File: src/rtl/core/itoa_pkg.sv
`default_nettype none

package itoa_pkg;

	// Format kinds carried on the input tuser
	localparam logic [2:0] KIND_UDEC = 3'd0;
	localparam logic [2:0] KIND_SDEC = 3'd1;
	localparam logic [2:0] KIND_HEX  = 3'd2;
	localparam logic [2:0] KIND_OCT  = 3'd3;
	localparam logic [2:0] KIND_BIN  = 3'd4;

	localparam int unsigned KIND_W   = 3;
	localparam int unsigned DATA_W   = 32;
	localparam int unsigned NB_W     = 6;
	localparam int unsigned S_TDATA_W = 40;
	localparam int unsigned CHAR_W   = 8;

	localparam logic [CHAR_W-1:0] ASCII_ZERO    = 8'd48;
	localparam logic [CHAR_W-1:0] ASCII_UPPER_A = 8'h41;
	localparam logic [CHAR_W-1:0] ASCII_MINUS   = 8'h2D;

	// Digit buffer: ten BCD digits cover any 32-bit magnitude
	localparam int unsigned DEC_DIGITS = 10;
	localparam int unsigned WORK_W     = 4 * DEC_DIGITS;
	localparam int unsigned REM_W      = 6;
	localparam logic [REM_W-1:0] HEX_DIGITS = 6'd8;
	localparam logic [REM_W-1:0] OCT_DIGITS = 6'd11;
	localparam logic [REM_W-1:0] BIN_MAX    = 6'd32;

	typedef struct packed {
		logic load;
		logic dabble;
		logic seal;
		logic emit_sign;
		logic emit_digit;
		logic skip;
	} cmd_t;

	typedef struct packed {
		logic kind_ok;
		logic in_dec;
		logic neg;
		logic dabble_done;
		logic out_free;
		logic lead_zero;
		logic last_digit;
	} status_t;

endpackage

`default_nettype wire

File: src/rtl/core/itoa_ctrl.sv
`default_nettype none

module itoa_ctrl (
	input  wire                  clk,
	input  wire                  arst_n,
	input  wire                  s_tvalid,
	output logic                 s_tready,
	input  itoa_pkg::status_t    status,
	output itoa_pkg::cmd_t       cmd
);

	typedef enum logic [2:0] {
		ST_IDLE,
		ST_CONV,
		ST_SEAL,
		ST_SIGN,
		ST_RUN
	} state_t;

	state_t state_q;
	state_t state_next;
	logic   accept;

	assign s_tready = (state_q == ST_IDLE);
	assign accept   = s_tvalid && s_tready;

	always_comb begin
		cmd        = '0;
		state_next = state_q;
		unique case (state_q)
			ST_IDLE: begin
				cmd.load = accept;
				if (accept && status.kind_ok) begin
					state_next = status.in_dec ? ST_CONV : ST_RUN;
				end
			end
			ST_CONV: begin
				cmd.dabble = 1'b1;
				if (status.dabble_done) begin
					state_next = ST_SEAL;
				end
			end
			ST_SEAL: begin
				cmd.seal   = 1'b1;
				state_next = status.neg ? ST_SIGN : ST_RUN;
			end
			ST_SIGN: begin
				if (status.out_free) begin
					cmd.emit_sign = 1'b1;
					state_next    = ST_RUN;
				end
			end
			ST_RUN: begin
				if (status.lead_zero) begin
					cmd.skip = 1'b1;
				end else if (status.out_free) begin
					cmd.emit_digit = 1'b1;
					if (status.last_digit) begin
						state_next = ST_IDLE;
					end
				end
			end
			default: state_next = ST_IDLE;
		endcase
	end

	always_ff @(posedge clk or negedge arst_n) begin
		if (!arst_n) begin
			state_q <= ST_IDLE;
		end else begin
			state_q <= state_next;
		end
	end

endmodule

`default_nettype wire

File: src/rtl/core/itoa_dpath.sv
`default_nettype none

module itoa_dpath #(
	parameter int unsigned VALUE_WIDTH = 32
) (
	input  wire                                clk,
	input  wire                                arst_n,
	input  itoa_pkg::cmd_t                     cmd,
	input  wire [itoa_pkg::KIND_W-1:0]         in_kind,
	input  wire [itoa_pkg::DATA_W-1:0]         in_value,
	input  wire [itoa_pkg::NB_W-1:0]           in_bin_digits,
	input  wire                                out_ready,
	output itoa_pkg::status_t                  status,
	output logic [itoa_pkg::CHAR_W-1:0]        char_code,
	output logic                               last,
	output logic                               out_valid
);

	localparam int unsigned MAG_W   = (VALUE_WIDTH < 32) ? VALUE_WIDTH : 32;
	localparam bit          SIGN_ON = (VALUE_WIDTH <= 32);
	localparam int unsigned DCNT_W  = $clog2(MAG_W);
	localparam logic [31:0] VMASK   = (VALUE_WIDTH >= 32) ? 32'hFFFF_FFFF :
		32'((64'd1 << VALUE_WIDTH) - 64'd1);
	localparam int unsigned WW      = itoa_pkg::WORK_W;

	logic [31:0]                  v32;
	logic                         in_neg;
	logic [31:0]                  mag32;
	logic [itoa_pkg::NB_W-1:0]    nbs;
	logic [itoa_pkg::NB_W-1:0]    bin_shamt;
	logic [31:0]                  bin_al;
	logic [WW-1:0]                bcd_adj;
	logic                         bcd_ok;
	logic [3:0]                   digit;
	logic [itoa_pkg::CHAR_W-1:0]  digit_char;
	logic                         out_free;

	logic [MAG_W-1:0]             bin_q;
	logic [WW-1:0]                bcd_q;
	logic [DCNT_W-1:0]            dcnt_q;
	logic [WW-1:0]                work_q;
	logic [itoa_pkg::REM_W-1:0]   rem_q;
	logic [itoa_pkg::KIND_W-1:0]  kind_q;
	logic                         neg_q;
	logic                         started_q;
	logic [itoa_pkg::CHAR_W-1:0]  char_q;
	logic                         last_q;
	logic                         ovalid_q;

	// Input conditioning: mask to the value width, take the magnitude
	assign v32    = in_value & VMASK;
	assign in_neg = SIGN_ON && (in_kind == itoa_pkg::KIND_SDEC) && v32[MAG_W-1];
	assign mag32  = in_neg ? ((32'd0 - v32) & VMASK) : v32;

	always_comb begin
		if (in_bin_digits > itoa_pkg::BIN_MAX) begin
			nbs = itoa_pkg::BIN_MAX;
		end else if (in_bin_digits == '0) begin
			nbs = itoa_pkg::NB_W'(1);
		end else begin
			nbs = in_bin_digits;
		end
	end

	assign bin_shamt = itoa_pkg::BIN_MAX - nbs;
	assign bin_al    = v32 << bin_shamt;

	// Add-3 correction on every BCD digit before the shift
	always_comb begin
		bcd_ok = 1'b1;
		for (int i = 0; i < int'(itoa_pkg::DEC_DIGITS); i++) begin
			bcd_adj[4*i +: 4] = (bcd_q[4*i +: 4] >= 4'd5) ?
				bcd_q[4*i +: 4] + 4'd3 : bcd_q[4*i +: 4];
			if (bcd_q[4*i +: 4] > 4'd9) begin
				bcd_ok = 1'b0;
			end
		end
	end

	// Top digit of the work register
	always_comb begin
		unique case (kind_q)
			itoa_pkg::KIND_BIN: digit = {3'b000, work_q[WW-1]};
			itoa_pkg::KIND_OCT: digit = {1'b0, work_q[WW-1 -: 3]};
			default:            digit = work_q[WW-1 -: 4];
		endcase
	end

	assign digit_char = (digit > 4'd9) ?
		itoa_pkg::ASCII_UPPER_A + {4'b0000, digit} - 8'd10 :
		itoa_pkg::ASCII_ZERO + {4'b0000, digit};

	assign out_free = !ovalid_q || out_ready;

	// A zero is only dropped before the first printed digit
	always_comb begin
		status             = '0;
		status.kind_ok     = (in_kind <= itoa_pkg::KIND_BIN);
		status.in_dec      = (in_kind == itoa_pkg::KIND_UDEC) ||
		                     (in_kind == itoa_pkg::KIND_SDEC);
		status.neg         = neg_q;
		status.dabble_done = (dcnt_q == DCNT_W'(MAG_W - 1));
		status.out_free    = out_free;
		status.last_digit  = (rem_q == itoa_pkg::REM_W'(1));
		status.lead_zero   = (digit == 4'd0) && !status.last_digit && !started_q &&
		                     (kind_q != itoa_pkg::KIND_BIN);
	end

	always_ff @(posedge clk) begin
		if (cmd.load) begin
			kind_q    <= in_kind;
			neg_q     <= in_neg;
			started_q <= 1'b0;
			bin_q     <= mag32[MAG_W-1:0];
			bcd_q     <= '0;
			dcnt_q    <= '0;
			unique case (in_kind)
				itoa_pkg::KIND_HEX: begin
					work_q <= {v32, 8'h00};
					rem_q  <= itoa_pkg::HEX_DIGITS;
				end
				itoa_pkg::KIND_OCT: begin
					work_q <= {1'b0, v32, 7'h00};
					rem_q  <= itoa_pkg::OCT_DIGITS;
				end
				itoa_pkg::KIND_BIN: begin
					work_q <= {bin_al, 8'h00};
					rem_q  <= nbs;
				end
				default: begin
					work_q <= '0;
					rem_q  <= itoa_pkg::REM_W'(itoa_pkg::DEC_DIGITS);
				end
			endcase
		end else if (cmd.dabble) begin
			bcd_q  <= {bcd_adj[WW-2:0], bin_q[MAG_W-1]};
			bin_q  <= bin_q << 1;
			dcnt_q <= dcnt_q + DCNT_W'(1);
		end else if (cmd.seal) begin
			work_q <= bcd_q;
		end else if (cmd.skip || cmd.emit_digit) begin
			unique case (kind_q)
				itoa_pkg::KIND_BIN: work_q <= work_q << 1;
				itoa_pkg::KIND_OCT: work_q <= work_q << 3;
				default:            work_q <= work_q << 4;
			endcase
			rem_q <= rem_q - itoa_pkg::REM_W'(1);
			if (cmd.emit_digit) begin
				started_q <= 1'b1;
			end
		end
	end

	// Output register
	always_ff @(posedge clk) begin
		if (cmd.emit_sign) begin
			char_q <= itoa_pkg::ASCII_MINUS;
			last_q <= 1'b0;
		end else if (cmd.emit_digit) begin
			char_q <= digit_char;
			last_q <= status.last_digit;
		end
	end

	always_ff @(posedge clk or negedge arst_n) begin
		if (!arst_n) begin
			ovalid_q <= 1'b0;
		end else if (cmd.emit_sign || cmd.emit_digit) begin
			ovalid_q <= 1'b1;
		end else if (out_ready) begin
			ovalid_q <= 1'b0;
		end
	end

	assign char_code = char_q;
	assign last      = last_q;
	assign out_valid = ovalid_q;

	a_seal_bcd_valid: assert property (@(posedge clk) disable iff (!arst_n)
		cmd.seal |-> bcd_ok)
		else $error("BCD digit out of range after conversion");

	a_emit_needs_slot: assert property (@(posedge clk) disable iff (!arst_n)
		(cmd.emit_sign || cmd.emit_digit) |-> out_free)
		else $error("character written into an occupied output register");

	a_digit_count_live: assert property (@(posedge clk) disable iff (!arst_n)
		(cmd.emit_digit || cmd.skip) |-> (rem_q != '0))
		else $error("digit emitted with no digits left");

	a_sign_only_negative: assert property (@(posedge clk) disable iff (!arst_n)
		cmd.emit_sign |-> (neg_q && ((kind_q == itoa_pkg::KIND_SDEC))))
		else $error("minus sign emitted for a non-negative number");

endmodule

`default_nettype wire

File: src/rtl/core/integer_to_ascii_formatter.sv
`default_nettype none

// Integer to ASCII formatter. A request on the slave stream carries a number
// (s_tdata[31:0]), a binary digit count (s_tdata[37:32]) and a format kind
// (s_tuser: 0 unsigned decimal, 1 signed decimal, 2 upper-case hex, 3 octal,
// 4 binary); the master stream returns the characters most significant
// first, one per transfer, with m_tlast on the final one. Decimal, hex and
// octal drop leading zeros and print zero as a single '0'; a negative signed
// value gets a leading '-'. Binary prints exactly the digit count, saturated
// to 32, with zero treated as 1. Kinds 5 to 7 are accepted and produce
// nothing. Only the low VALUE_WIDTH bits of the number count, and the sign
// of a signed value sits at bit VALUE_WIDTH-1. One number is handled at a
// time: s_tready is high only while the block is idle. Hex, octal and binary
// are loaded and then sent digit by digit; decimal is loaded, converted by
// shift-and-add-3 over min(VALUE_WIDTH,32) bits, copied to the work
// register, then gives the sign of a negative value and steps through all
// ten digit positions, each suppressed or printed. The output register lets
// each character wait on m_tready without losing work already done.
module integer_to_ascii_formatter #(
	parameter int unsigned VALUE_WIDTH = 32
) (
	input  wire                                 clk,
	input  wire                                 arst_n,
	// slave request
	input  wire                                 s_tvalid,
	output logic                                s_tready,
	input  wire [itoa_pkg::S_TDATA_W-1:0]       s_tdata,  // value[31:0], bin_digits[37:32], pad
	input  wire [itoa_pkg::KIND_W-1:0]          s_tuser,  // kind[2:0]
	// master request
	output logic                                m_tvalid,
	input  wire                                 m_tready,
	output logic [itoa_pkg::CHAR_W-1:0]         m_tdata,  // char_code[7:0]
	output logic                                m_tlast
);

	itoa_pkg::cmd_t    cmd;
	itoa_pkg::status_t status;

	logic [itoa_pkg::DATA_W-1:0] in_value;
	logic [itoa_pkg::NB_W-1:0]   in_bin_digits;

	// Unpack the request; pad bits are ignored
	assign in_value      = s_tdata[itoa_pkg::DATA_W-1:0];
	assign in_bin_digits = s_tdata[itoa_pkg::DATA_W +: itoa_pkg::NB_W];

	// Sequencer: load, convert, seal, sign, skip leading zeros, one digit per free slot
	itoa_ctrl u_ctrl (
		.clk      (clk),
		.arst_n   (arst_n),
		.s_tvalid (s_tvalid),
		.s_tready (s_tready),
		.status   (status),
		.cmd      (cmd)
	);

	// Digit registers, BCD converter and output register
	itoa_dpath #(
		.VALUE_WIDTH (VALUE_WIDTH)
	) u_dpath (
		.clk           (clk),
		.arst_n        (arst_n),
		.cmd           (cmd),
		.in_kind       (s_tuser),
		.in_value      (in_value),
		.in_bin_digits (in_bin_digits),
		.out_ready     (m_tready),
		.status        (status),
		.char_code     (m_tdata),
		.last          (m_tlast),
		.out_valid     (m_tvalid)
	);

endmodule

`default_nettype wire
File: config.mk
export PLATFORM = sky130hd
export DESIGN_NAME = integer_to_ascii_formatter
export DESIGN_NICKNAME = d
export VERILOG_FILES = /design/src/rtl/core/itoa_pkg.sv /design/src/rtl/core/itoa_ctrl.sv /design/src/rtl/core/itoa_dpath.sv /design/src/rtl/core/integer_to_ascii_formatter.sv
export SDC_FILE = /design/constraint.sdc
export NUM_CORES = 1
export LEC_CHECK = 0
export BUFFER_PORTS_ARGS = -buffer_cell sky130_fd_sc_hd__buf_2
export CORE_UTILIZATION = 30
export CTS_BUF_LIST = sky130_fd_sc_hd__clkbuf_2
export DETAILED_ROUTE_END_ITERATION = 8
export PLACE_DENSITY = 0.46
export SLEW_MARGIN = 20
export SYNTH_ARGS = -nofsm -noshare
export SYNTH_HDL_FRONTEND = slang
export SYNTH_SLANG_ARGS = --single-unit
File: constraint.sdc
create_clock -name clk -period 8.4 [get_ports clk]
set_input_delay 1.26 -clock clk [delete_from_list [all_inputs] [get_ports clk]]
set_output_delay 1.26 -clock clk [all_outputs]
set_load 0.01 [all_outputs]
==> results of run 1 <==
## metal layers
metal / vias to the layer above / wire length (microns) / share of wire (%)
li1: 4633 / - / -
met1: 4781 / 16600 / 49
met2: 264 / 15100 / 45
met3: 19 / 1620 / 4.8
met4: 0 / 368 / 1.1
met5: - / 0 / 0
## cells by family (layout without fill, tap and decap cells)
group	after synthesis	count (layout)	share of synthesized area, %
simple gates	407	407	17.3
other cells	1	2	0.0351
xor+xnor	53	53	4.35
flops	140	140	34.1
mux	84	84	11.4
fa+ha+maj	29	29	3.40
compound gates	396	396	23.8
buf+inv	148	142	5.61
## state kept, by name (all words and copies together) (netlist names)
name and cells:
u_dpath.bcd_q 40, u_dpath.dcnt_q 5, u_dpath.char_code 7, u_dpath.rem_q 6, u_dpath.neg_q 1, u_dpath.work_q 40, u_dpath.kind_q 3, u_dpath.last 1
u_dpath.started_q 1, u_ctrl.state_q 3, u_dpath.bin_q 32, u_dpath.out_valid 1
## cell usage after synthesis (14+ instances only)
master                       n  area, sq um
sky130_fd_sc_hd__nor2_1    118          443
sky130_fd_sc_hd__ha_1       29          363
sky130_fd_sc_hd__nor3_1     20          100
sky130_fd_sc_hd__a21oi_1   118          591
sky130_fd_sc_hd__xor2_1     27          236
sky130_fd_sc_hd__a221oi_1   34          298
sky130_fd_sc_hd__nand2_1   143          537
sky130_fd_sc_hd__inv_1      32          120
sky130_fd_sc_hd__nand2b_1   20          125
sky130_fd_sc_hd__mux4_2     24          541
sky130_fd_sc_hd__o21ai_0   106          531
sky130_fd_sc_hd__nand3_1    48          240
sky130_fd_sc_hd__a22o_1     16          140
sky130_fd_sc_hd__edfxtp_1   82         2460
sky130_fd_sc_hd__mux2i_1    49          490
sky130_fd_sc_hd__a22oi_1    45          338
sky130_fd_sc_hd__dfxtp_1    54         1080
sky130_fd_sc_hd__o31ai_1    14          105
sky130_fd_sc_hd__clkbuf_1   93          349
sky130_fd_sc_hd__xnor2_1    26          228
## metrics by stage
step / area, sq um / util, % / hold slack [ns] / instances / total power [W]
6_report: 11500 / 33.0 / 0.270 / 1708 / 0.00292
5_1_grt: 11500 / 33.0 / 0.143 / 1708 / 0.00316
4_1_cts: 11500 / 33.0 / 0.189 / 1707 / 0.00295
3_5_place_dp: 11300 / 32.4 / 0.447 / 1675 / 0.00255
3_3_place_gp: 11300 / 32.4 / 0.437 / 1675 / 0.00254
2_1_floorplan: 10700 / - / 0.432 / 1258 / 0.00215
## worst min path at each step
stage,startpoint,end,slack [ns],cells past startpoint
after floorplan,u_dpath.started_q,u_dpath.started_q,0.43,2
after global placement,u_dpath.char_code[1],u_dpath.char_code[1],0.44,2
after detailed placement,u_dpath.char_code[1],u_dpath.char_code[1],0.45,2
after CTS,arst_n,u_dpath.out_valid,0.19,1
after global routing,arst_n,u_dpath.out_valid,0.14,1
final,arst_n,u_dpath.out_valid,0.27,1
## critical path, stage by stage
cell,delay [ns]
sky130_fd_sc_hd__buf_2,0.14
sky130_fd_sc_hd__or4_1,0.82
sky130_fd_sc_hd__a21oi_4,0.26
sky130_fd_sc_hd__inv_2,0.20
sky130_fd_sc_hd__ha_1,0.37
sky130_fd_sc_hd__buf_4,0.36
sky130_fd_sc_hd__mux4_1,0.35
sky130_fd_sc_hd__a221oi_1,0.80
sky130_fd_sc_hd__a21oi_1,0.22
sky130_fd_sc_hd__nor4_1,0.36
sky130_fd_sc_hd__nor3_1,0.12
sky130_fd_sc_hd__o21ai_0,0.15
## cell usage in the layout, fill, tap and decap left out, types with 5 or more instances in the layout
master,n
sky130_fd_sc_hd__a222oi_1,5
sky130_fd_sc_hd__edfxtp_1,82
sky130_fd_sc_hd__buf_4,21
sky130_fd_sc_hd__and2_1,7
sky130_fd_sc_hd__clkbuf_2,17
sky130_fd_sc_hd__or3_1,5
sky130_fd_sc_hd__nor2_1,116
sky130_fd_sc_hd__mux2_2,7
sky130_fd_sc_hd__dfxtp_1,54
sky130_fd_sc_hd__inv_6,5
sky130_fd_sc_hd__a221oi_1,34
sky130_fd_sc_hd__nor2b_1,8
sky130_fd_sc_hd__nand2b_1,19
sky130_fd_sc_hd__buf_2,54
sky130_fd_sc_hd__a22oi_1,45
sky130_fd_sc_hd__o22ai_1,5
sky130_fd_sc_hd__ha_1,29
sky130_fd_sc_hd__xor2_1,26
sky130_fd_sc_hd__mux4_2,24
sky130_fd_sc_hd__nor3b_1,8
sky130_fd_sc_hd__nand3_1,47
sky130_fd_sc_hd__nor3_1,20
sky130_fd_sc_hd__o31ai_1,14
sky130_fd_sc_hd__inv_1,32
sky130_fd_sc_hd__o211ai_1,5
sky130_fd_sc_hd__mux2i_1,49
sky130_fd_sc_hd__a21oi_1,117
sky130_fd_sc_hd__a22o_1,16
sky130_fd_sc_hd__o21ai_0,106
sky130_fd_sc_hd__o41ai_1,7
sky130_fd_sc_hd__nand2_1,141
sky130_fd_sc_hd__xnor2_1,25
## cell type report
type	count	area, sq um
Tap cell	455	569
Multi-Input combinational cell	970	6500
Inverter	35	131
Clock buffer	17	85.1
Clock inverter	15	133
Fill cell	3680	23300
Timing Repair Buffer	75	428
Sequential cell	140	3640
Antenna cell	1	2.50
## where the power goes
part | internal, W | leakage, nW | switching, W
registers | 0.00111 | 1.30 | 0.000159
logic | 0.000431 | 2.75 | 0.000826
clock network | 0.0000880 | 0.127 | 0.000307
==> insert_results.sql, run 1 <==
INSERT INTO impl_metrics (metric_group, metric, value, unit) VALUES
('place', 'io_buffers', '54', ''),
('floorplan', 'floorplan.initialDensity', '30.7', '%'),
('floorplan', 'floorplan.die.height', '191', 'microns'),
('pwr', 'largest_voltage_drop_on_the_vdd_net', '0.183', 'mV'),
('drt', 'remaining_drc_errors', '0', ''),
('place', 'dp_hpwl', '23.9', 'mm'),
('drt', 'initial_drt_markers', '914', ''),
('critical_path', 'regToRegEndpoint', 'u_dpath.work_q[13]', ''),
('outcome', 'status', 'finished clean', ''),
('clock_network', 'cts_hold_repair.buffers', '0', ''),
('grt', 'grt_start_max_net_pins', '63', ''),
('grt', 'gr-usage-met3', '3.00', '%'),
('critical_path', 'start_kind', 'input port', ''),
('clock_network', 'cts.path.max_buffers', '2', ''),
('critical_path', 'rrSetupSlack', '3.96', 'ns'),
('synth', 'synth_fp_nets', '1334', ''),
('sta', 'timing.final.crit_share', '57.3', '%'),
('grt', 'use_met2', '28.8', '%'),
('grt', 'globalRoute.busiestLayer', 'met2', ''),
('critical_path', 'cp.required', '9.04', 'ns'),
('floorplan', 'num_rows', '68', ''),
('critical_path', 'critPathCaptureType', 'flop', ''),
('layout', 'syn2layout_area_growth', '7.64', '%'),
('clock_network', 'cts_tree', 'yes', ''),
('clock_network', 'cts_inserted_buffers', '17', ''),
('grt', 'track_usage', '18.8', '%'),
('drt', 'routed-via-count', '9697', ''),
('critical_path', 'setup.worst_path.end', 'u_dpath.work_q[35]', ''),
('synth', 'mappedNetlistArea', '0.0107', 'sq mm'),
('synth', 'syn_avg_cell_area', '8.49', 'sq um'),
('critical_path', 'setup.worst_path.class', 'input port to flop', ''),
('critical_path', 'crit_fanout', '28', ''),
('critical_path', 'ff2ff_path_depth', '12', ''),
('synth', 'asyncSetResetFlopFracSynth', '2.86', '%'),
('hold_path', 'hold_path_class', 'input port to async pin', ''),
('grt', 'grt-ovfl-total', '0', ''),
('clock_network', 'cts_root_buffer', 'sky130_fd_sc_hd__clkbuf_2', ''),
('sta', 'timing.fmax', '0.208', 'GHz'),
('sta', 'grt_setup_unrepaired', 'false', ''),
('drt', 'ant_nets', '0', ''),
('sta', 'worst_clock_skew', '0.0495', 'ns'),
('sta', 'timing_max_transition_violations_final', '0', ''),
('place', 'place_congestion', '0.895', ''),
('sta', 'totalNegativeSetupSlack', '0', 'ns'),
('floorplan', 'core_region_area', '0.0348', 'sq mm'),
('clock_network', 'cts_max_level', '4', ''),
('grt', 'grt_pass1_vias', '8989', ''),
('floorplan', 'floorplan.die_area', '0.0363', 'sq mm'),
('floorplan', 'die_width', '191', 'microns'),
('job', 'max_cap_viol_count', '0', ''),
('drt', 'route.detailed.wl_per_inst', '19.7', 'microns'),
('drt', 'via_per_inst', '5.68', ''),
('critical_path', 'r2r_start', 'u_dpath.kind_q[2]', ''),
('critical_path', 'timing.critical_path.arrival', '5.45', 'ns'),
('sta', 'period_minus_slack', '4.81', 'ns'),
('clock_network', 'post_cts_buffers', '0', ''),
('synth', 'post_synth_inst_count', '1258', ''),
('synth', 'yosys_most_used_dff', 'sky130_fd_sc_hd__edfxtp_1', ''),
('clock_network', 'tritoncts_num_sinks', '140', ''),
('grt', 'grt_pass1_wl', '53.2', 'mm'),
('pwr', 'powerDensity', '254', 'mW/mm^2'),
('grt', 'grt_use_met1', '27.8', '%'),
('sta', 'timing_worst_slew_pin_value', '1.00', 'ns'),
('drt', 'drt_wl_total', '33.7', 'mm'),
('drt', 'dr.pass1.iters', '8', ''),
('sta', 'relSlewSlack', '33.0', '%'),
('sta', 'finalWorstSetupSlack', '3.59', 'ns'),
('clock_network', 'clk_pin_slew', '0.26', 'ns'),
('sta', 'hold_viol_final', '0', ''),
('synth', 'yosysSeqAreaShare', '34.1', '%'),
('clock_network', 'post_cts_resized', '0', ''),
('pwr', 'total_leakage_power', '4.18', 'nW'),
('synth', 'synth.distinct_cells', '73', ''),
('place', 'pre_cts_ws', '2.93', 'ns'),
('grt', 'antenna_found_initial', '1', ''),
('synth', 'synth_enable_flop_cells', '82', ''),
('sta', 'setup_viol', '0', ''),
('layout', 'final_net_count', '1315', ''),
('clock_network', 'worstSkewPairLatency', '0.78', 'ns'),
('critical_path', 'critical_path_source', 's_tdata[34]', ''),
('synth', 'yosysWarningCount', '0', ''),
('synth', 'yosys_register_bits', '140', ''),
('floorplan', 'ios', '58', ''),
('layout', 'drive_above_1_share', '13.1', '%');
Power figures use the tool's default switching activity.
==> run 2: changes to the inputs <==
==> constraint.sdc (replaced) <==
create_clock -name clk -period 4.8 [get_ports clk]
set_input_delay 0.72 -clock clk [delete_from_list [all_inputs] [get_ports clk]]
set_output_delay 0.72 -clock clk [all_outputs]
set_load 0.01 [all_outputs]
==> run 2 against run 1 <==
Against the previous run: final cell count up 0.76%; core utilization up 0.41 points; non-clock buffer count up 12; register-to-register slack worse by 3.0 ns; via count up 0.14%; setup slack worse by 2.6 ns.
==> insert_results.sql, run 2 (synthesized netlist as in run 1, its figures left out) <==
INSERT INTO impl_metrics (metric_group, metric, value, unit) VALUES
('critical_path', 'critPathCaptureType', 'flop', ''),
('critical_path', 'ff2ff_path_depth', '9', ''),
('layout', 'fin_cells', '1721', ''),
('pwr', 'total_leakage_power', '4.27', 'nW'),
('pwr', 'largest_voltage_drop_on_the_vdd_net', '0.263', 'mV'),
('sta', 'grt_setup_unrepaired', 'false', ''),
('drt', 'route.detailed.wl_per_inst', '20.0', 'microns'),
('clock_network', 'tritoncts_num_sinks', '140', ''),
('place', 'post_placement_cell_count', '1686', ''),
('grt', 'grt-ovfl-total', '0', ''),
('layout', 'utilization', '33.4', '%'),
('critical_path', 'rrSetupSlack', '0.98', 'ns'),
('sta', 'timing_worst_slew_pin_value', '0.980', 'ns'),
('sta', 'hold_viol_final', '0', ''),
('sta', 'timing.fmax', '0.262', 'GHz'),
('drt', 'remaining_drc_errors', '0', ''),
('place', 'dp_hpwl', '24.7', 'mm'),
('floorplan', 'floorplan.die.height', '191', 'microns'),
('critical_path', 'critical_path.slowest_cell', 'sky130_fd_sc_hd__or4b_2', ''),
('sta', 'finalWorstSetupSlack', '0.978', 'ns'),
('sta', 'setup_viol', '0', ''),
('critical_path', 'crit_top_cell', 'sky130_fd_sc_hd__buf_4', ''),
('critical_path', 'worst_path_cell_chain', 'nor3b_2 > buf_4 > a221oi_1 > ha_1 > or4b_2 > nor3_1 > o21ai_0 > nand3_2 > buf_4', ''),
('clock_network', 'post_cts_buffers', '0', ''),
('drt', 'initial_drt_markers', '939', ''),
('sta', 'period_minus_slack', '3.82', 'ns'),
('critical_path', 'crit_fanout', '40', ''),
('pwr', 'p_clk_share', '15.2', '%'),
('pwr', 'internal_power', '0.00302', 'W'),
('floorplan', 'num_rows', '68', ''),
('pwr', 'share_seq_of_total_power', '42.2', '%'),
('pwr', 'p_sw_share', '42.8', '%'),
('layout', 'syn2layout_area_growth', '8.98', '%'),
('sta', 'worst_clock_skew', '0.0251', 'ns'),
('critical_path', 'path_delay_family', 'simple AND/OR/NAND/NOR gates', ''),
('grt', 'antenna_found_initial', '1', ''),
('clock_network', 'cts_hold_repair.buffers', '1', ''),
('clock_network', 'cts_root_buffer', 'sky130_fd_sc_hd__clkbuf_2', ''),
('grt', 'grt_pass1_wl', '54.0', 'mm'),
('grt', 'grt_pass1_vias', '9049', ''),
('critical_path', 'start_kind', 'flop', ''),
('pwr', 'share_of_total_power_in_combinational_logic', '42.6', '%'),
('floorplan', 'ios', '58', ''),
('floorplan', 'floorplan.die_area', '0.0363', 'sq mm'),
('sta', 'relSlewSlack', '34.6', '%'),
('critical_path', 'number_of_logic_stages_on_the_critical_path_including_buffering', '9', ''),
('pwr', 'p_sw', '0.00225', 'W'),
('clock_network', 'cts_inserted_buffers', '17', ''),
('critical_path', 'regToRegEndpoint', 'u_dpath.work_q[17]', ''),
('clock_network', 'worstSkewPairLatency', '0.75', 'ns'),
('clock_network', 'clk_pin_slew', '0.22', 'ns'),
('hold_path', 'hold_path_depth', '1', ''),
('sta', 'totalNegativeSetupSlack', '0', 'ns'),
('layout', 'final_cell_mix', 'sky130_fd_sc_hd__nand2_1, sky130_fd_sc_hd__a21oi_1, sky130_fd_sc_hd__nor2_1', ''),
('critical_path', 'r2r_start', 'u_dpath.kind_q[2]', ''),
('floorplan', 'die_width', '191', 'microns'),
('clock_network', 'cts_tree', 'yes', ''),
('sta', 'timing_max_transition_violations_final', '0', ''),
('grt', 'grt_start_max_net_pins', '60', ''),
('grt', 'track_usage', '19.2', '%'),
('critical_path', 'worstPathBufferInverterCount', '2', ''),
('hold_path', 'holdPathEnd', 'u_dpath.kind_q[2]', ''),
('critical_path', 'timing.critical_path.arrival', '4.22', 'ns'),
('sta', 'timing.final.crit_share', '79.6', '%'),
('hold_path', 'min-delay-start', 's_tuser[2]', ''),
('floorplan', 'floorplan.initialDensity', '30.7', '%'),
('pwr', 'powerDensity', '453', 'mW/mm^2'),
('clock_network', 'cts.path.max_buffers', '2', ''),
('job', 'max_cap_viol_count', '0', ''),
('critical_path', 'cp.required', '5.20', 'ns'),
('drt', 'ant_nets', '0', ''),
('critical_path', 'critPathMaxStageDelay', '0.62', 'ns'),
('layout', 'mostFrequentLayoutCell', 'sky130_fd_sc_hd__nand2_1', ''),
('clock_network', 'cts_max_level', '4', ''),
('drt', 'via_per_inst', '5.64', ''),
('outcome', 'status', 'finished clean', ''),
('layout', 'largestRegisters', 'u_dpath.bcd_q: 40 flops, u_dpath.work_q: 40 flops, u_dpath.bin_q: 32 flops', ''),
('drt', 'drt_wl_total', '34.4', 'mm'),
('sta', 'min_hold_slack', '0.213', 'ns'),
('layout', 'final_net_count', '1327', ''),
('critical_path', 'setup.worst_path.class', 'flop to flop', ''),
('place', 'pre_cts_ws', '0.484', 'ns'),
('layout', 'drive_above_1_share', '13.6', '%'),
('floorplan', 'core_region_area', '0.0348', 'sq mm'),
('place', 'place_congestion', '0.955', ''),
('place', 'io_buffers', '54', ''),
('hold_path', 'hold_path_class', 'input port to flop', ''),
('drt', 'dr.pass1.iters', '7', ''),
('clock_network', 'post_cts_resized', '0', ''),
('drt', 'routed-via-count', '9711', '');
## run 2: layout make-up
| type | instances | area, sq um |
|---|---|---|
| Antenna cell | 2 | 5.00 |
| Clock inverter | 14 | 168 |
| Sequential cell | 140 | 3640 |
| Inverter | 35 | 131 |
| Clock buffer | 18 | 90.1 |
| Timing Repair Buffer | 87 | 528 |
| Multi-Input combinational cell | 970 | 6500 |
| Tap cell | 455 | 569 |
| Fill cell | 3710 | 23200 |
## run 2: power groups by stage
stage / logic [W] / registers, W / clock network [W]
floorplan: 0.00159 / 0.00217 / 0
CTS: 0.00227 / 0.00222 / 0.000835
detailed placement: 0.00227 / 0.00225 / 0
global placement: 0.00225 / 0.00225 / 0
finish: 0.00225 / 0.00223 / 0.000800
global route: 0.00252 / 0.00227 / 0.000890
## run 2: worst max path at each step
stage / start / endpoint / slack (ns)
after global placement: s_tdata[34] / u_dpath.work_q[11] / 0.51
after detailed placement: s_tdata[34] / u_dpath.work_q[11] / 0.48
after CTS: u_dpath.kind_q[2] / u_dpath.work_q[17] / 0.92
after floorplan: s_tdata[34] / u_dpath.work_q[30] / 0.34
after global routing: u_dpath.kind_q[2] / u_dpath.work_q[16] / 0.71
final: u_dpath.kind_q[2] / u_dpath.work_q[17] / 0.98
## run 2: stage by stage
stage                     area (sq um)  power (W)
after floorplan                  10700    0.00376
after global placement           11300    0.00450
after detailed placement         11400    0.00451
after CTS                        11600    0.00533
after global routing             11600    0.00568
final                            11600    0.00527
## run 2: per-layer routing
layer  wire, microns  GRT usage (%)  vias up
li1                -              -     4663
met1           16700           28.1     4721
met2           15500           29.8      304
met3            1840           2.78       23
met4             307           3.38        0
met5               0              0        -
## run 2: worst register-to-register path, cell delays in order, from the launching register on
cell and delay (ns):
sky130_fd_sc_hd__edfxtp_1 0.49, sky130_fd_sc_hd__nor3b_2 0.20, sky130_fd_sc_hd__buf_4 0.26, sky130_fd_sc_hd__a221oi_1 0.62
sky130_fd_sc_hd__ha_1 0.26, sky130_fd_sc_hd__or4b_2 0.62, sky130_fd_sc_hd__nor3_1 0.19, sky130_fd_sc_hd__o21ai_0 0.20
sky130_fd_sc_hd__nand3_2 0.13, sky130_fd_sc_hd__buf_4 0.48
==> run 3: changes to the inputs <==
==> constraint.sdc (replaced) <==
create_clock -name clk -period 3.9 [get_ports clk]
set_input_delay 0.585 -clock clk [delete_from_list [all_inputs] [get_ports clk]]
set_output_delay 0.585 -clock clk [all_outputs]
set_load 0.01 [all_outputs]
==> run 3 against run 2 <==
Against the previous run: final cell count increased by 2.1%; combinational power increased by 27%; wire length decreased by 0.28%; hold slack got worse by 0.10 ns; highest routed layer unchanged.
==> insert_results.sql, run 3 (synthesized netlist as in run 1, its figures left out) <==
INSERT INTO impl_metrics (metric_group, metric, value, unit) VALUES
('critical_path', 'timing.critical_path.arrival', '3.83', 'ns'),
('grt', 'grt_pass1_wl', '54.3', 'mm'),
('critical_path', 'critPathCaptureType', 'flop', ''),
('critical_path', 'cp.required', '4.35', 'ns'),
('drt', 'detailroute.wirelength.met2', '15.3', 'mm'),
('drt', 'route.detailed.wl_per_inst', '19.5', 'microns'),
('critical_path', 'path_delay_family', 'simple AND/OR/NAND/NOR gates', ''),
('clock_network', 'cts_hold_repair.buffers', '2', ''),
('layout', 'syn2layout_area_growth', '11.4', '%'),
('critical_path', 'critPathMaxStageDelay', '0.62', 'ns'),
('critical_path', 'worstPathBufferInverterCount', '1', ''),
('layout', 'mostFrequentLayoutCell', 'sky130_fd_sc_hd__nand2_1', ''),
('drt', 'initial_drt_markers', '829', ''),
('sta', 'setup_viol', '0', ''),
('sta', 'timing.fmax', '0.295', 'GHz'),
('clock_network', 'cts.path.max_buffers', '2', ''),
('pwr', 'largest_voltage_drop_on_the_vdd_net', '0.350', 'mV'),
('critical_path', 'setup.worst_path.end', 'u_dpath.work_q[13]', ''),
('place', 'io_buffers', '54', ''),
('sta', 'hold_viol_final', '0', ''),
('critical_path', 'setup.worst_path.class', 'flop to flop', ''),
('clock_network', 'worstSkewPairLatency', '0.77', 'ns'),
('drt', 'ant_nets', '0', ''),
('critical_path', 'r2r_start', 'u_dpath.kind_q[2]', ''),
('sta', 'min_hold_slack', '0.111', 'ns'),
('floorplan', 'die_width', '191', 'microns'),
('place', 'dp_hpwl', '24.7', 'mm'),
('drt', 'via_per_inst', '5.66', ''),
('critical_path', 'regToRegEndpoint', 'u_dpath.work_q[13]', ''),
('clock_network', 'cts_max_level', '4', ''),
('layout', 'final_cell_mix', 'sky130_fd_sc_hd__nand2_1, sky130_fd_sc_hd__a21oi_1, sky130_fd_sc_hd__nor2_1', ''),
('pwr', 'powerDensity', '542', 'mW/mm^2'),
('sta', 'worst_clock_skew', '0.0397', 'ns'),
('drt', 'wl_met1', '16.7', 'mm'),
('drt', 'routed-via-count', '9939', ''),
('critical_path', 'ff2ff_path_depth', '10', ''),
('grt', 'grt_start_max_net_pins', '51', ''),
('clock_network', 'cts_root_buffer', 'sky130_fd_sc_hd__clkbuf_2', ''),
('drt', 'wl_met3', '1.82', 'mm'),
('sta', 'grt_setup_unrepaired', 'false', ''),
('clock_network', 'tritoncts_num_sinks', '140', ''),
('clock_network', 'post_cts_buffers', '0', ''),
('sta', 'totalNegativeSetupSlack', '0', 'ns'),
('critical_path', 'crit_fanout', '40', ''),
('layout', 'utilization', '34.2', '%'),
('outcome', 'status', 'finished clean', ''),
('critical_path', 'number_of_logic_stages_on_the_critical_path_including_buffering', '10', ''),
('floorplan', 'core_region_area', '0.0348', 'sq mm'),
('drt', 'max_layer_used', 'met4', ''),
('floorplan', 'floorplan.die.height', '191', 'microns'),
('floorplan', 'floorplan.initialDensity', '30.7', '%'),
('sta', 'timing.final.crit_share', '86.8', '%'),
('floorplan', 'floorplan.die_area', '0.0363', 'sq mm'),
('clock_network', 'cts_inserted_buffers', '17', ''),
('sta', 'period_minus_slack', '3.39', 'ns'),
('critical_path', 'rrSetupSlack', '0.51', 'ns'),
('sta', 'timing_worst_slew_pin_value', '0.838', 'ns'),
('sta', 'timing_max_transition_violations_final', '0', ''),
('grt', 'antenna_found_initial', '2', ''),
('layout', 'final_net_count', '1364', ''),
('grt', 'grt_pass1_vias', '9295', ''),
('critical_path', 'start_kind', 'flop', ''),
('place', 'place_congestion', '0.929', ''),
('critical_path', 'worst_path_cell_chain', 'and3b_1 > nor2_2 > and2_1 > a221oi_1 > ha_1 > or4b_2 > nor3_1 > o21ai_0 > nand3_2 > buf_12', ''),
('pwr', 'total_leakage_power', '4.43', 'nW'),
('floorplan', 'ios', '58', ''),
('job', 'max_cap_viol_count', '0', ''),
('drt', 'remaining_drc_errors', '0', ''),
('layout', 'largestRegisters', 'u_dpath.bcd_q: 40 flops, u_dpath.work_q: 40 flops, u_dpath.bin_q: 32 flops', ''),
('drt', 'drt_wl_total', '34.3', 'mm'),
('grt', 'track_usage', '19.2', '%'),
('drt', 'dr.pass1.iters', '5', ''),
('hold_path', 'hold_path_class', 'input port to async pin', ''),
('clock_network', 'cts_tree', 'yes', ''),
('floorplan', 'num_rows', '68', ''),
('layout', 'drive_above_1_share', '16.0', '%'),
('critical_path', 'critical_path.slowest_cell', 'sky130_fd_sc_hd__or4b_2', ''),
('clock_network', 'post_cts_resized', '0', ''),
('grt', 'grt-ovfl-total', '0', ''),
('clock_network', 'clk_pin_slew', '0.24', 'ns'),
('critical_path', 'critical_path_source', 'u_dpath.kind_q[2]', ''),
('sta', 'relSlewSlack', '44.1', '%');
-- run 3: changes by cell type in the layout (fill, tap and decap cells not counted), sizes merged, moves of 2 or more --
cell and change:
inv +5, bufinv -3, clkinv -4, clkinvlp +3, buf +35, dlygate4sd3 +2
-- run 3: report_power, final --
part,internal [W],switching [W]
Sequential,0.00239,0.000345
Clock,0.000191,0.000675
Combinational,0.00105,0.00180
-- run 3: layer usage --
metal  vias to the layer above  global-route usage, %
met3                        33                   3.18
met2                       311                   29.7
met1                      4866                   27.6
met4                         0                   4.31
met5                         -                      0
li1                       4729                      -
-- run 3: final cells by class --
cell class	count	area, sq um
Timing Repair Buffer	124	841
Clock buffer	17	85.1
Sequential cell	140	3640
Fill cell	3665	22900
Tap cell	455	569
Multi-Input combinational cell	970	6490
Antenna cell	1	2.50
Clock inverter	15	131
Inverter	35	131
-- run 3: metrics by stage --
stage | power, W | instance area, sq um | setup WS [ns] | cells
after floorplan | 0.00463 | 10700 | 0.00906 | 1258
after global placement | 0.00560 | 11600 | -0.0802 | 1721
after detailed placement | 0.00562 | 11600 | -0.0863 | 1721
after CTS | 0.00650 | 11900 | 0.478 | 1755
after global routing | 0.00697 | 11900 | 0.268 | 1757
final | 0.00645 | 11900 | 0.515 | 1757
-- run 3: worst min path at each step --
stage	slack, ns	end	cells past startpoint
5_1_grt	0.01	u_dpath.kind_q[0]	1
4_1_cts	0.005	u_dpath.kind_q[1]	1
2_1_floorplan	0.29	u_ctrl.state_q[0]	0
3_5_place_dp	0.40	u_dpath.out_valid	1
3_3_place_gp	0.39	u_dpath.out_valid	1
6_report	0.11	u_dpath.out_valid	2
